--- src/rtl/cde_pkg.sv ---
`timescale 1ns / 1ps

package cde_pkg;

  localparam logic [2:0] OP_PUSH_BACK  = 3'd0;
  localparam logic [2:0] OP_PUSH_FRONT = 3'd1;
  localparam logic [2:0] OP_POP_BACK   = 3'd2;
  localparam logic [2:0] OP_POP_FRONT  = 3'd3;
  localparam logic [2:0] OP_READ       = 3'd4;
  localparam logic [2:0] OP_RESIZE     = 3'd5;
  localparam logic [2:0] OP_CLEAR      = 3'd6;

  localparam int unsigned VALUE_W = 32;
  localparam int unsigned POS_W   = 7;
  localparam int unsigned SIZE_W  = 7;
  localparam int unsigned COUNT_W = 7;

  // broadcast controls for the cell row
  typedef struct packed {
    logic head_ins;      // every cell takes its left neighbor
    logic head_del;      // every cell takes its right neighbor
    logic load_shadow;   // snapshot data into the read chain
    logic shift_shadow;  // read chain moves one cell toward the front
  } cde_ctl_t;

endpackage

--- src/rtl/cde_cell.sv ---
`timescale 1ns / 1ps

module cde_cell import cde_pkg::*; #(
  parameter int unsigned DW = 32
) (
  input  logic          clk,
  input  cde_ctl_t      ctl,
  input  logic          wr_en,
  input  logic [DW-1:0] wr_data,
  input  logic [DW-1:0] left_data,
  input  logic [DW-1:0] right_data,
  input  logic [DW-1:0] right_shadow,
  output logic [DW-1:0] data_o,
  output logic [DW-1:0] shadow_o
);

  logic [DW-1:0] data_r;
  logic [DW-1:0] shadow_r;

  always_ff @(posedge clk) begin
    priority if (ctl.head_ins) begin
      data_r <= left_data;
    end else if (ctl.head_del) begin
      data_r <= right_data;
    end else if (wr_en) begin
      data_r <= wr_data;
    end
  end

  always_ff @(posedge clk) begin
    priority if (ctl.load_shadow) begin
      shadow_r <= data_r;
    end else if (ctl.shift_shadow) begin
      shadow_r <= right_shadow;
    end
  end

  assign data_o   = data_r;
  assign shadow_o = shadow_r;

endmodule

--- config.mk ---
export PLATFORM = sky130hd
export DESIGN_NAME = cde_cell
export DESIGN_NICKNAME = d
export VERILOG_FILES = /design/src/rtl/cde_pkg.sv /design/src/rtl/cde_cell.sv
export SDC_FILE = /design/constraint.sdc
export NUM_CORES = 1
export LEC_CHECK = 0
export BUFFER_PORTS_ARGS = -buffer_cell sky130_fd_sc_hd__buf_2
export CORE_ASPECT_RATIO = 1.1
export CORE_MARGIN = 4
export CORE_UTILIZATION = 43
export CTS_CLUSTER_SIZE = 30
export DETAILED_ROUTE_END_ITERATION = 16
export PLACE_DENSITY = 0.84
export SYNTH_ARGS = -nofsm -noshare
export SYNTH_HDL_FRONTEND = slang
export SYNTH_SLANG_ARGS = --single-unit
--- constraint.sdc ---
create_clock -name clk -period 2.7 [get_ports clk]
set_input_delay 0.81 -clock clk [delete_from_list [all_inputs] [get_ports clk]]
set_output_delay 0.81 -clock clk [all_outputs]
set_load 0.05 [all_outputs]
==> results.sh, run 1 <==
export IMPL_hold_path_class="reg -> reg"
export IMPL_syn_area_um2=3181
export IMPL_rows=32
export IMPL_die_x_um=90
export IMPL_htree_levels=3
export IMPL_setup_slack_ns=0.8855
export IMPL_crit_path_top_delay_cell="buf_4"
export IMPL_port_buffers=197
export IMPL_setup_tns_ns=0
export IMPL_final_layout_size_suffix_gt1_share_pct=60.14
export IMPL_cts_setup_buffers=0
export IMPL_seq_area_frac_synth_pct=60.42
export IMPL_die_area_um2=8838
export IMPL_synth_fp_nets=343
export IMPL_start_util_pct=44.88
export IMPL_ir_drop_mv=0.2542
export IMPL_grt_start_max_net_pins=50
export IMPL_cts_root_buffer="clkbuf_8"
export IMPL_dpl_hpwl_mm=6.453
export IMPL_grt_pass1_wl_mm=12.44
export IMPL_synth_seq_cells=64
export IMPL_drc_errors=0
export IMPL_cts_sinks=64
export IMPL_max_cap_violations=0
export IMPL_layout_common_cells="197 x buf_2, 64 x edfxtp_1, 32 x mux2i_1, 32 x nand2_1, 30 x o21ai_1"
export IMPL_worst_setup_path_start_kind="primary input"
export IMPL_grt_util_all_layers_pct=17.99
export IMPL_clk_path_buf_depth=2
export IMPL_ioPinCount=198
export IMPL_cts_tree="yes"
export IMPL_coreArea_um2=7087
export IMPL_finalHoldViolations=0
export IMPL_nFillCells=573
export IMPL_critPathTopFamily="buffers and inverters"
export IMPL_arrival_ns=1.89
export IMPL_p_per_area_nw_per_um2=641.5
export IMPL_finalSetupViolCount=0
export IMPL_crit_path_cell_trace="buf_2 -> buf_4 -> mux2i_1 -> o21ai_1"
export IMPL_drv_slew=0
export IMPL_grt_pass1_vias=2525
export IMPL_synthCells=209
export IMPL_post_route_util_pct=60.91
export IMPL_vias_per_cell=4.820
export IMPL_via_count=2405
export IMPL_overflow=0
export IMPL_clkLatencyLatePin_ns=0.32
export IMPL_place_inst=483
export IMPL_ant_nets=0
export IMPL_ys_types=13
export IMPL_cts_made_buffers=9
export IMPL_finalClockSkew_ns=0.009521
export IMPL_status="completed"
export IMPL_num_antenna_cells=0
export IMPL_final_nets=543
export IMPL_drtIter0Drc=83
export IMPL_cp_num_buf_inv=2
export IMPL_rsz0062_at_grt="false"
export IMPL_finalCritPeriodShare_pct=67.21
export IMPL_gp_congestion=0.8808
export IMPL_avgSynthCellArea_um2=15.22
export IMPL_layout_min_cycle_time_ns=1.815
export IMPL_die_h_um=98.20
export IMPL_post_drt_wl_per_cell_um=16.06
export IMPL_critical_path_class="in -> reg"
export IMPL_worst_slew_pin_slew_ns=0.4094
export IMPL_max_slew_margin_pct=72.71
export IMPL_path_max_fanout=19
export IMPL_antenna_found_initial=0
export IMPL_drt_wl_total_mm=8.015
export IMPL_power_leakage_nw=2.126
export IMPL_fmax_mhz=551.1
export IMPL_cp_required_ns=2.77
export IMPL_yosys_warnings=0
export IMPL_cp_end_kind="flop"
export IMPL_cts_resized=0
export IMPL_area_delta_synth_final_pct=35.72
export IMPL_final_cells=499
export IMPL_clk_pin_slew_ns=0.07
export IMPL_mostFrequentLayoutCell="buf_2"
export IMPL_slowest_delay_ns=0.41
export IMPL_ctsHoldBuffers=0
export IMPL_first_pass_iters=4
export IMPL_place_ws_ns=0.5148
-- cell type report --
type                    instances  area, um2  area share (%)
clock buffers                  11      131.4           3.043
clock inverters                 5      23.77          0.5507
multi-input cells             130       1082           25.07
flip-flops and latches         64       1922           44.52
well taps                      85      106.4           2.464
repair buffers                204       1051           24.35
-- per-stage QoR --
stage	power (mW)	area (um2)	hold WS, ns
floorplan	1.904	3181	0.9503
global placement	2.123	4161	0.5606
detailed placement	2.138	4161	0.5636
CTS	2.798	4317	0.5792
global route	2.897	4317	0.5879
finish	2.769	4317	0.5748
-- sequential cells by signal, summed over array words and instances (netlist names) --
signal / flops
data_o: 32
shadow_o: 32
-- Yosys cell counts, drive strengths merged --
master,number,area [um2]
buf,14,172.7
clkbuf,1,3.750
nand2,32,120.1
or3,1,6.260
edfxtp,64,1922
or2,1,6.260
mux2i,32,320.3
o21ai,32,160.1
mux2,32,469.2
-- per-layer routing --
layer  vias up  wire length (um)  track usage (%)
li1       1180                 -                -
met1      1108              3133            20.33
met2       102              4308            33.10
met3        15               419            3.467
met4         0               153            7.538
met5         -                 0                0
-- worst paths after layout --
check | start | to | slack, ns | cells after the start
worst min register to register | data_o[18] | shadow_o[18] | 0.57 | 1
worst min-delay path | data_o[18] | shadow_o[18] | 0.57 | 1
worst max register to register | data_o[11] | shadow_o[11] | 1.76 | 1
worst max-delay path | ctl[2] | data_o[23] | 0.89 | 4
-- power breakdown --
| part | internal [mW] | leakage (nW) | switching (mW) |
|---|---|---|---|
| clock | 0.324 | 0.0843 | 0.338 |
| combinational | 0.259 | 1.37 | 0.567 |
| sequential | 1.23 | 0.667 | 0.0485 |
| total | 1.82 | 2.13 | 0.954 |
-- kinds of logic after synthesis --
logic type,after synthesis,synth area share [%]
multiplexers,64,24.82
AO/OA/AOI/OAI,32,5.035
AND/OR/NAND/NOR,34,4.170
buffers and inverters,15,5.547
flip-flops,64,60.42
Note: power is estimated with default switching activity, not from simulation.
==> run 2: changes to the inputs <==
--- a/config.mk
+++ b/config.mk
@@ -8,10 +8,10 @@
 export BUFFER_PORTS_ARGS = -buffer_cell sky130_fd_sc_hd__buf_2
 export CORE_ASPECT_RATIO = 1.1
 export CORE_MARGIN = 4
-export CORE_UTILIZATION = 43
+export CORE_UTILIZATION = 39
 export CTS_CLUSTER_SIZE = 30
 export DETAILED_ROUTE_END_ITERATION = 16
-export PLACE_DENSITY = 0.84
+export PLACE_DENSITY = 0.81
 export SYNTH_ARGS = -nofsm -noshare
 export SYNTH_HDL_FRONTEND = slang
 export SYNTH_SLANG_ARGS = --single-unit
==> constraint.sdc (replaced) <==
create_clock -name clk -period 1.5 [get_ports clk]
set_input_delay 0.45 -clock clk [delete_from_list [all_inputs] [get_ports clk]]
set_output_delay 0.45 -clock clk [all_outputs]
set_load 0.05 [all_outputs]
==> run 2 against run 1 <==
- wire length grew 3.9%
- first-iteration DRC count shrank 59%
- die area grew 9.4%
- non-clock buffer count is the same
- combinational power grew 82%
- worst hold slack lost 0.17 ns
- via count shrank 0.75%
- worst setup slack lost 0.83 ns
- final area grew 1.9%
==> results.sh, run 2 (synthesis gave the netlist of run 1 again) <==
export IMPL_rows=34
export IMPL_final_cells=520
export IMPL_layout_min_cycle_time_ns=1.444
export IMPL_dpl_cell_area_um2=4223
export IMPL_final_nets=543
export IMPL_die_h_um=102.7
export IMPL_cp_end_kind="primary output"
export IMPL_p_switching_mw=1.729
export IMPL_finalCritPeriodShare_pct=96.26
export IMPL_rsz0062_at_grt="false"
export IMPL_comb_power_share_pct=29.1
export IMPL_cts_root_buffer="clkbuf_8"
export IMPL_start_util_pct=40.20
export IMPL_ant_nets=0
export IMPL_cts_tree="yes"
export IMPL_setup_tns_ns=0
export IMPL_multiInputGateArea_um2=1090
export IMPL_coreArea_um2=7913
export IMPL_cts_made_buffers=9
export IMPL_grt_pass1_vias=2399
export IMPL_drc_errors=0
export IMPL_max_cap_violations=0
export IMPL_hold_ws_ns=0.4054
export IMPL_overflow=0
export IMPL_clkLatencyLatePin_ns=0.33
export IMPL_clk_path_buf_depth=2
export IMPL_seq_power_share_pct=44.7
export IMPL_crit_path_top_delay_cell="edfxtp_1"
export IMPL_grt_util_all_layers_pct=16.69
export IMPL_cp_num_buf_inv=1
export IMPL_mostFrequentLayoutCell="buf_2"
export IMPL_finalClockSkew_ns=0.01059
export IMPL_swShare_pct=33.52
export IMPL_dpl_hpwl_mm=6.612
export IMPL_die_area_um2=9666
export IMPL_area_delta_synth_final_pct=38.32
export IMPL_finalHoldViolations=0
export IMPL_finalSetupViolCount=0
export IMPL_die_x_um=94.11
export IMPL_setup_slack_ns=0.05606
export IMPL_cts_sinks=64
export IMPL_crit_path_cell_trace="clkbuf_4"
export IMPL_vias_per_cell=4.590
export IMPL_grt_pass1_wl_mm=12.05
export IMPL_critical_path_class="reg -> out"
export IMPL_first_pass_iters=4
export IMPL_worst_slew_pin_slew_ns=0.4590
export IMPL_seq_area_um2=1922
export IMPL_num_antenna_cells=0
export IMPL_slowest_delay_ns=0.43
export IMPL_ioPinCount=198
export IMPL_nFillCells=684
export IMPL_drtIter0Drc=34
export IMPL_rrSetupSlack_ns=0.55
export IMPL_worst_setup_path_start_kind="flop"
export IMPL_via_count=2387
export IMPL_final_layout_size_suffix_gt1_share_pct=60.68
export IMPL_gp_congestion=0.7925
export IMPL_grt_start_max_net_pins=37
export IMPL_p_int_mw=3.430
export IMPL_final_cell_area_um2=4399
export IMPL_arrival_ns=0.99
export IMPL_antenna_found_initial=0
export IMPL_htree_levels=3
export IMPL_critPathTopFamily="flip-flops"
export IMPL_clk_pin_slew_ns=0.07
export IMPL_ctsHoldBuffers=0
export IMPL_clkPwrFrac_pct=26.2
export IMPL_hold_path_class="in -> reg"
export IMPL_layout_common_cells="196 x buf_2, 64 x edfxtp_1, 32 x mux2i_1, 32 x nand2_1, 30 x o21ai_1"
export IMPL_place_ws_ns=0.003029
export IMPL_drv_slew=0
export IMPL_path_max_fanout=2
export IMPL_p_per_area_nw_per_um2=1173
export IMPL_ir_drop_mv=0.4459
export IMPL_post_drt_wl_per_cell_um=16.01
export IMPL_drt_wl_total_mm=8.327
export IMPL_cp_required_ns=1.05
export IMPL_fmax_mhz=692.6
export IMPL_max_slew_margin_pct=69.40
export IMPL_port_buffers=197
export IMPL_status="completed"
export IMPL_power_leakage_nw=2.142
export IMPL_place_inst=506
run 2: through the flow:
step	utilization [%]	total power [mW]
global route	55.60	5.389
CTS	55.57	5.211
global placement	53.37	3.827
detailed placement	53.37	3.860
finish	55.60	5.160
floorplan	-	3.429
run 2: final timing paths:
path                               startpoint            to  cells after the start
worst max-delay path                data_o[2]     data_o[2]                      1
worst min-delay path            left_data[13]    data_o[13]                      3
worst max register to register      data_o[2]   shadow_o[2]                      1
worst min register to register     data_o[20]  shadow_o[20]                      1
run 2: cell type report:
type	instances	share of cell area, %
clock inverters	5	1.138
clock buffers	9	2.816
well taps	108	3.072
multi-input cells	130	24.77
flip-flops and latches	64	43.69
repair buffers	204	24.52
run 2: repair_timing:
| action | 4_1_cts | 5_1_grt |
|---|---|---|
| endpoints found under the setup margin | 0 | 1 |
| setup buffers | 0 | 0 |
| gates resized for setup | 0 | 1 |
run 2: power by group through the flow:
stage	logic (mW)	clock network, mW	registers, mW
CTS	1.52	1.38	2.31
detailed placement	1.51	0	2.35
floorplan	0.370	0	3.06
global route	1.58	1.49	2.33
finish	1.50	1.35	2.31
global placement	1.49	0	2.34
run 2: routing by layer:
metal | wire, um | GRT usage (%) | up-vias
li1 | - | - | 1182
met1 | 3230 | 19.77 | 1092
met2 | 4439 | 28.62 | 99
met3 | 502 | 4.526 | 14
met4 | 155 | 7.222 | 0
met5 | 0 | 0 | -
==> run 3: changes to the inputs <==
==> constraint.sdc (replaced) <==
create_clock -name clk -period 1.5 [get_ports clk]
set_input_delay 0.3 -clock clk [delete_from_list [all_inputs] [get_ports clk]]
set_output_delay 0.3 -clock clk [all_outputs]
set_load 0.05 [all_outputs]
==> run 3 against run 2 <==
- worst setup slack better by 0.13 ns
- combinational power hardly changed
- flip-flop and latch count stayed put
- sequential power hardly changed
- core utilization is 0.14 points higher
- largest power group unchanged
==> results.sh, run 3 (synthesis gave the netlist of run 1 again) <==
export IMPL_status="completed"
export IMPL_overflow=0
export IMPL_fmax_mhz=763.2
export IMPL_die_area_um2=9666
export IMPL_num_antenna_cells=0
export IMPL_cts_root_buffer="clkbuf_8"
export IMPL_finalHoldViolations=0
export IMPL_reg2regPathDepth=1
export IMPL_max_cap_violations=0
export IMPL_rr_startpoint="data_o[12]"
export IMPL_cts_setup_buffers=0
export IMPL_drc_errors=0
export IMPL_ctsHoldBuffers=0
export IMPL_cts_tree="yes"
export IMPL_hold_path_class="in -> reg"
export IMPL_ir_drop_mv=0.5010
export IMPL_finalCritPeriodShare_pct=87.35
export IMPL_setup_tns_ns=0
export IMPL_clkLatencyLatePin_ns=0.34
export IMPL_critical_path_class="reg -> out"
export IMPL_endpoint="data_o[12]"
export IMPL_clk_pin_slew_ns=0.08
export IMPL_coreArea_um2=7913
export IMPL_drtIter0Drc=116
export IMPL_dpl_hpwl_mm=6.551
export IMPL_power_mw=5.333
export IMPL_rows=34
export IMPL_drv_slew=0
export IMPL_htree_levels=3
export IMPL_layout_common_cells="197 x buf_2, 64 x edfxtp_1, 32 x mux2i_1, 32 x nand2_1, 30 x o21ai_1"
export IMPL_cp_num_buf_inv=1
export IMPL_slowest_delay_ns=0.39
export IMPL_clk_path_buf_depth=2
export IMPL_finalSetupViolCount=0
export IMPL_start_util_pct=40.20
export IMPL_ant_nets=0
export IMPL_path_max_fanout=2
export IMPL_mostFrequentLayoutCell="buf_2"
export IMPL_final_layout_size_suffix_gt1_share_pct=60.72
export IMPL_cp_depth=1
export IMPL_worst_slew_pin_slew_ns=0.4510
export IMPL_worstReg2RegEnd="shadow_o[12]"
export IMPL_gp_congestion=0.8371
export IMPL_antenna_found_initial=0
export IMPL_drt_wl_total_mm=8.211
export IMPL_post_drt_wl_per_cell_um=15.70
export IMPL_crit_path_top_delay_cell="edfxtp_1"
export IMPL_first_pass_iters=6
export IMPL_p_per_area_nw_per_um2=1209
export IMPL_die_x_um=94.11
export IMPL_rsz0062_at_grt="false"
export IMPL_vias_per_cell=4.618
export IMPL_max_slew_margin_pct=69.93
export IMPL_via_count=2415
export IMPL_port_buffers=197
export IMPL_startpoint="data_o[12]"
export IMPL_cts_resized=0
export IMPL_power_leakage_nw=2.155
export IMPL_cp_end_kind="primary output"
export IMPL_grt_util_all_layers_pct=16.59
export IMPL_finalClockSkew_ns=0.01356
export IMPL_grt_pass1_wl_mm=11.93
export IMPL_layout_min_cycle_time_ns=1.310
export IMPL_p_int_mw=3.603
export IMPL_cp_required_ns=1.20
export IMPL_crit_path_cell_trace="buf_2"
export IMPL_comb_power_share_pct=28.0
export IMPL_critPathTopFamily="flip-flops"
export IMPL_grt_pass1_vias=2395
export IMPL_clkPwrFrac_pct=28.7
export IMPL_ioPinCount=198
export IMPL_seq_power_share_pct=43.3
export IMPL_swShare_pct=32.44
export IMPL_die_h_um=102.7
export IMPL_area_delta_synth_final_pct=38.67
export IMPL_grt_start_max_net_pins=49
export IMPL_arrival_ns=1.01
export IMPL_rrSetupSlack_ns=0.54
export IMPL_final_nets=545
export IMPL_cts_made_buffers=9
export IMPL_cts_sinks=64
export IMPL_worst_setup_path_start_kind="flop"
export IMPL_p_switching_mw=1.730
[run 3: tightest hold or removal path: cells and delay by family]
family	cells	cell delay, ns
buffers and inverters	1	0.08
AO/OA/AOI/OAI	1	0.06
AND/OR/NAND/NOR	1	0.04
[run 3: per-stage QoR]
| step | area, um2 | setup WS [ns] | std cells | hold slack, ns | utilization, % |
|---|---|---|---|---|---|
| 4_1_cts | 4410 | 0.1754 | 523 | 0.2322 | 55.74 |
| 2_1_floorplan | 3186 | 0.08625 | 209 | 0.4912 | - |
| 3_5_place_dp | 4210 | 0.1059 | 508 | 0.5653 | 53.21 |
| 3_3_place_gp | 4210 | 0.1490 | 508 | 0.5609 | 53.21 |
| 5_1_grt | 4410 | 0.1522 | 523 | 0.2408 | 55.74 |
| 6_report | 4410 | 0.1898 | 523 | 0.2432 | 55.74 |
[run 3: power groups by stage]
stage	clock network (mW)	registers, mW	logic, mW
floorplan	0	3.06	0.369
global placement	0	2.35	1.48
detailed placement	0	2.35	1.50
CTS	1.57	2.31	1.51
global route	1.68	2.33	1.57
finish	1.53	2.31	1.49
[run 3: final cells by class]
| class | count | area (um2) |
|---|---|---|
| clock buffers | 10 | 127.6 |
| clock inverters | 5 | 72.57 |
| fillers | 713 | 3502 |
| multi-input cells | 130 | 1087 |
| flip-flops and latches | 64 | 1922 |
| well taps | 108 | 135.1 |
| repair buffers | 206 | 1066 |
[run 3: per-layer routing]
| metal | global-route usage, % | share of wire, % | wire, um |
|---|---|---|---|
| met2 | 28.18 | 53 | 4322 |
| met1 | 19.10 | 37 | 3077 |
| met5 | 0 | 0 | 0 |
| met4 | 8.778 | 3.0 | 246 |
| met3 | 4.672 | 6.9 | 565 |
[run 3: worst min-delay path by stage]
stage / to / cells past startpoint / start
6_report: data_o[15] / 3 / left_data[15]
5_1_grt: shadow_o[6] / 2 / right_shadow[6]
3_5_place_dp: shadow_o[28] / 1 / data_o[28]
3_3_place_gp: shadow_o[22] / 1 / data_o[22]
2_1_floorplan: data_o[30] / 2 / left_data[30]
4_1_cts: data_o[15] / 3 / left_data[15]
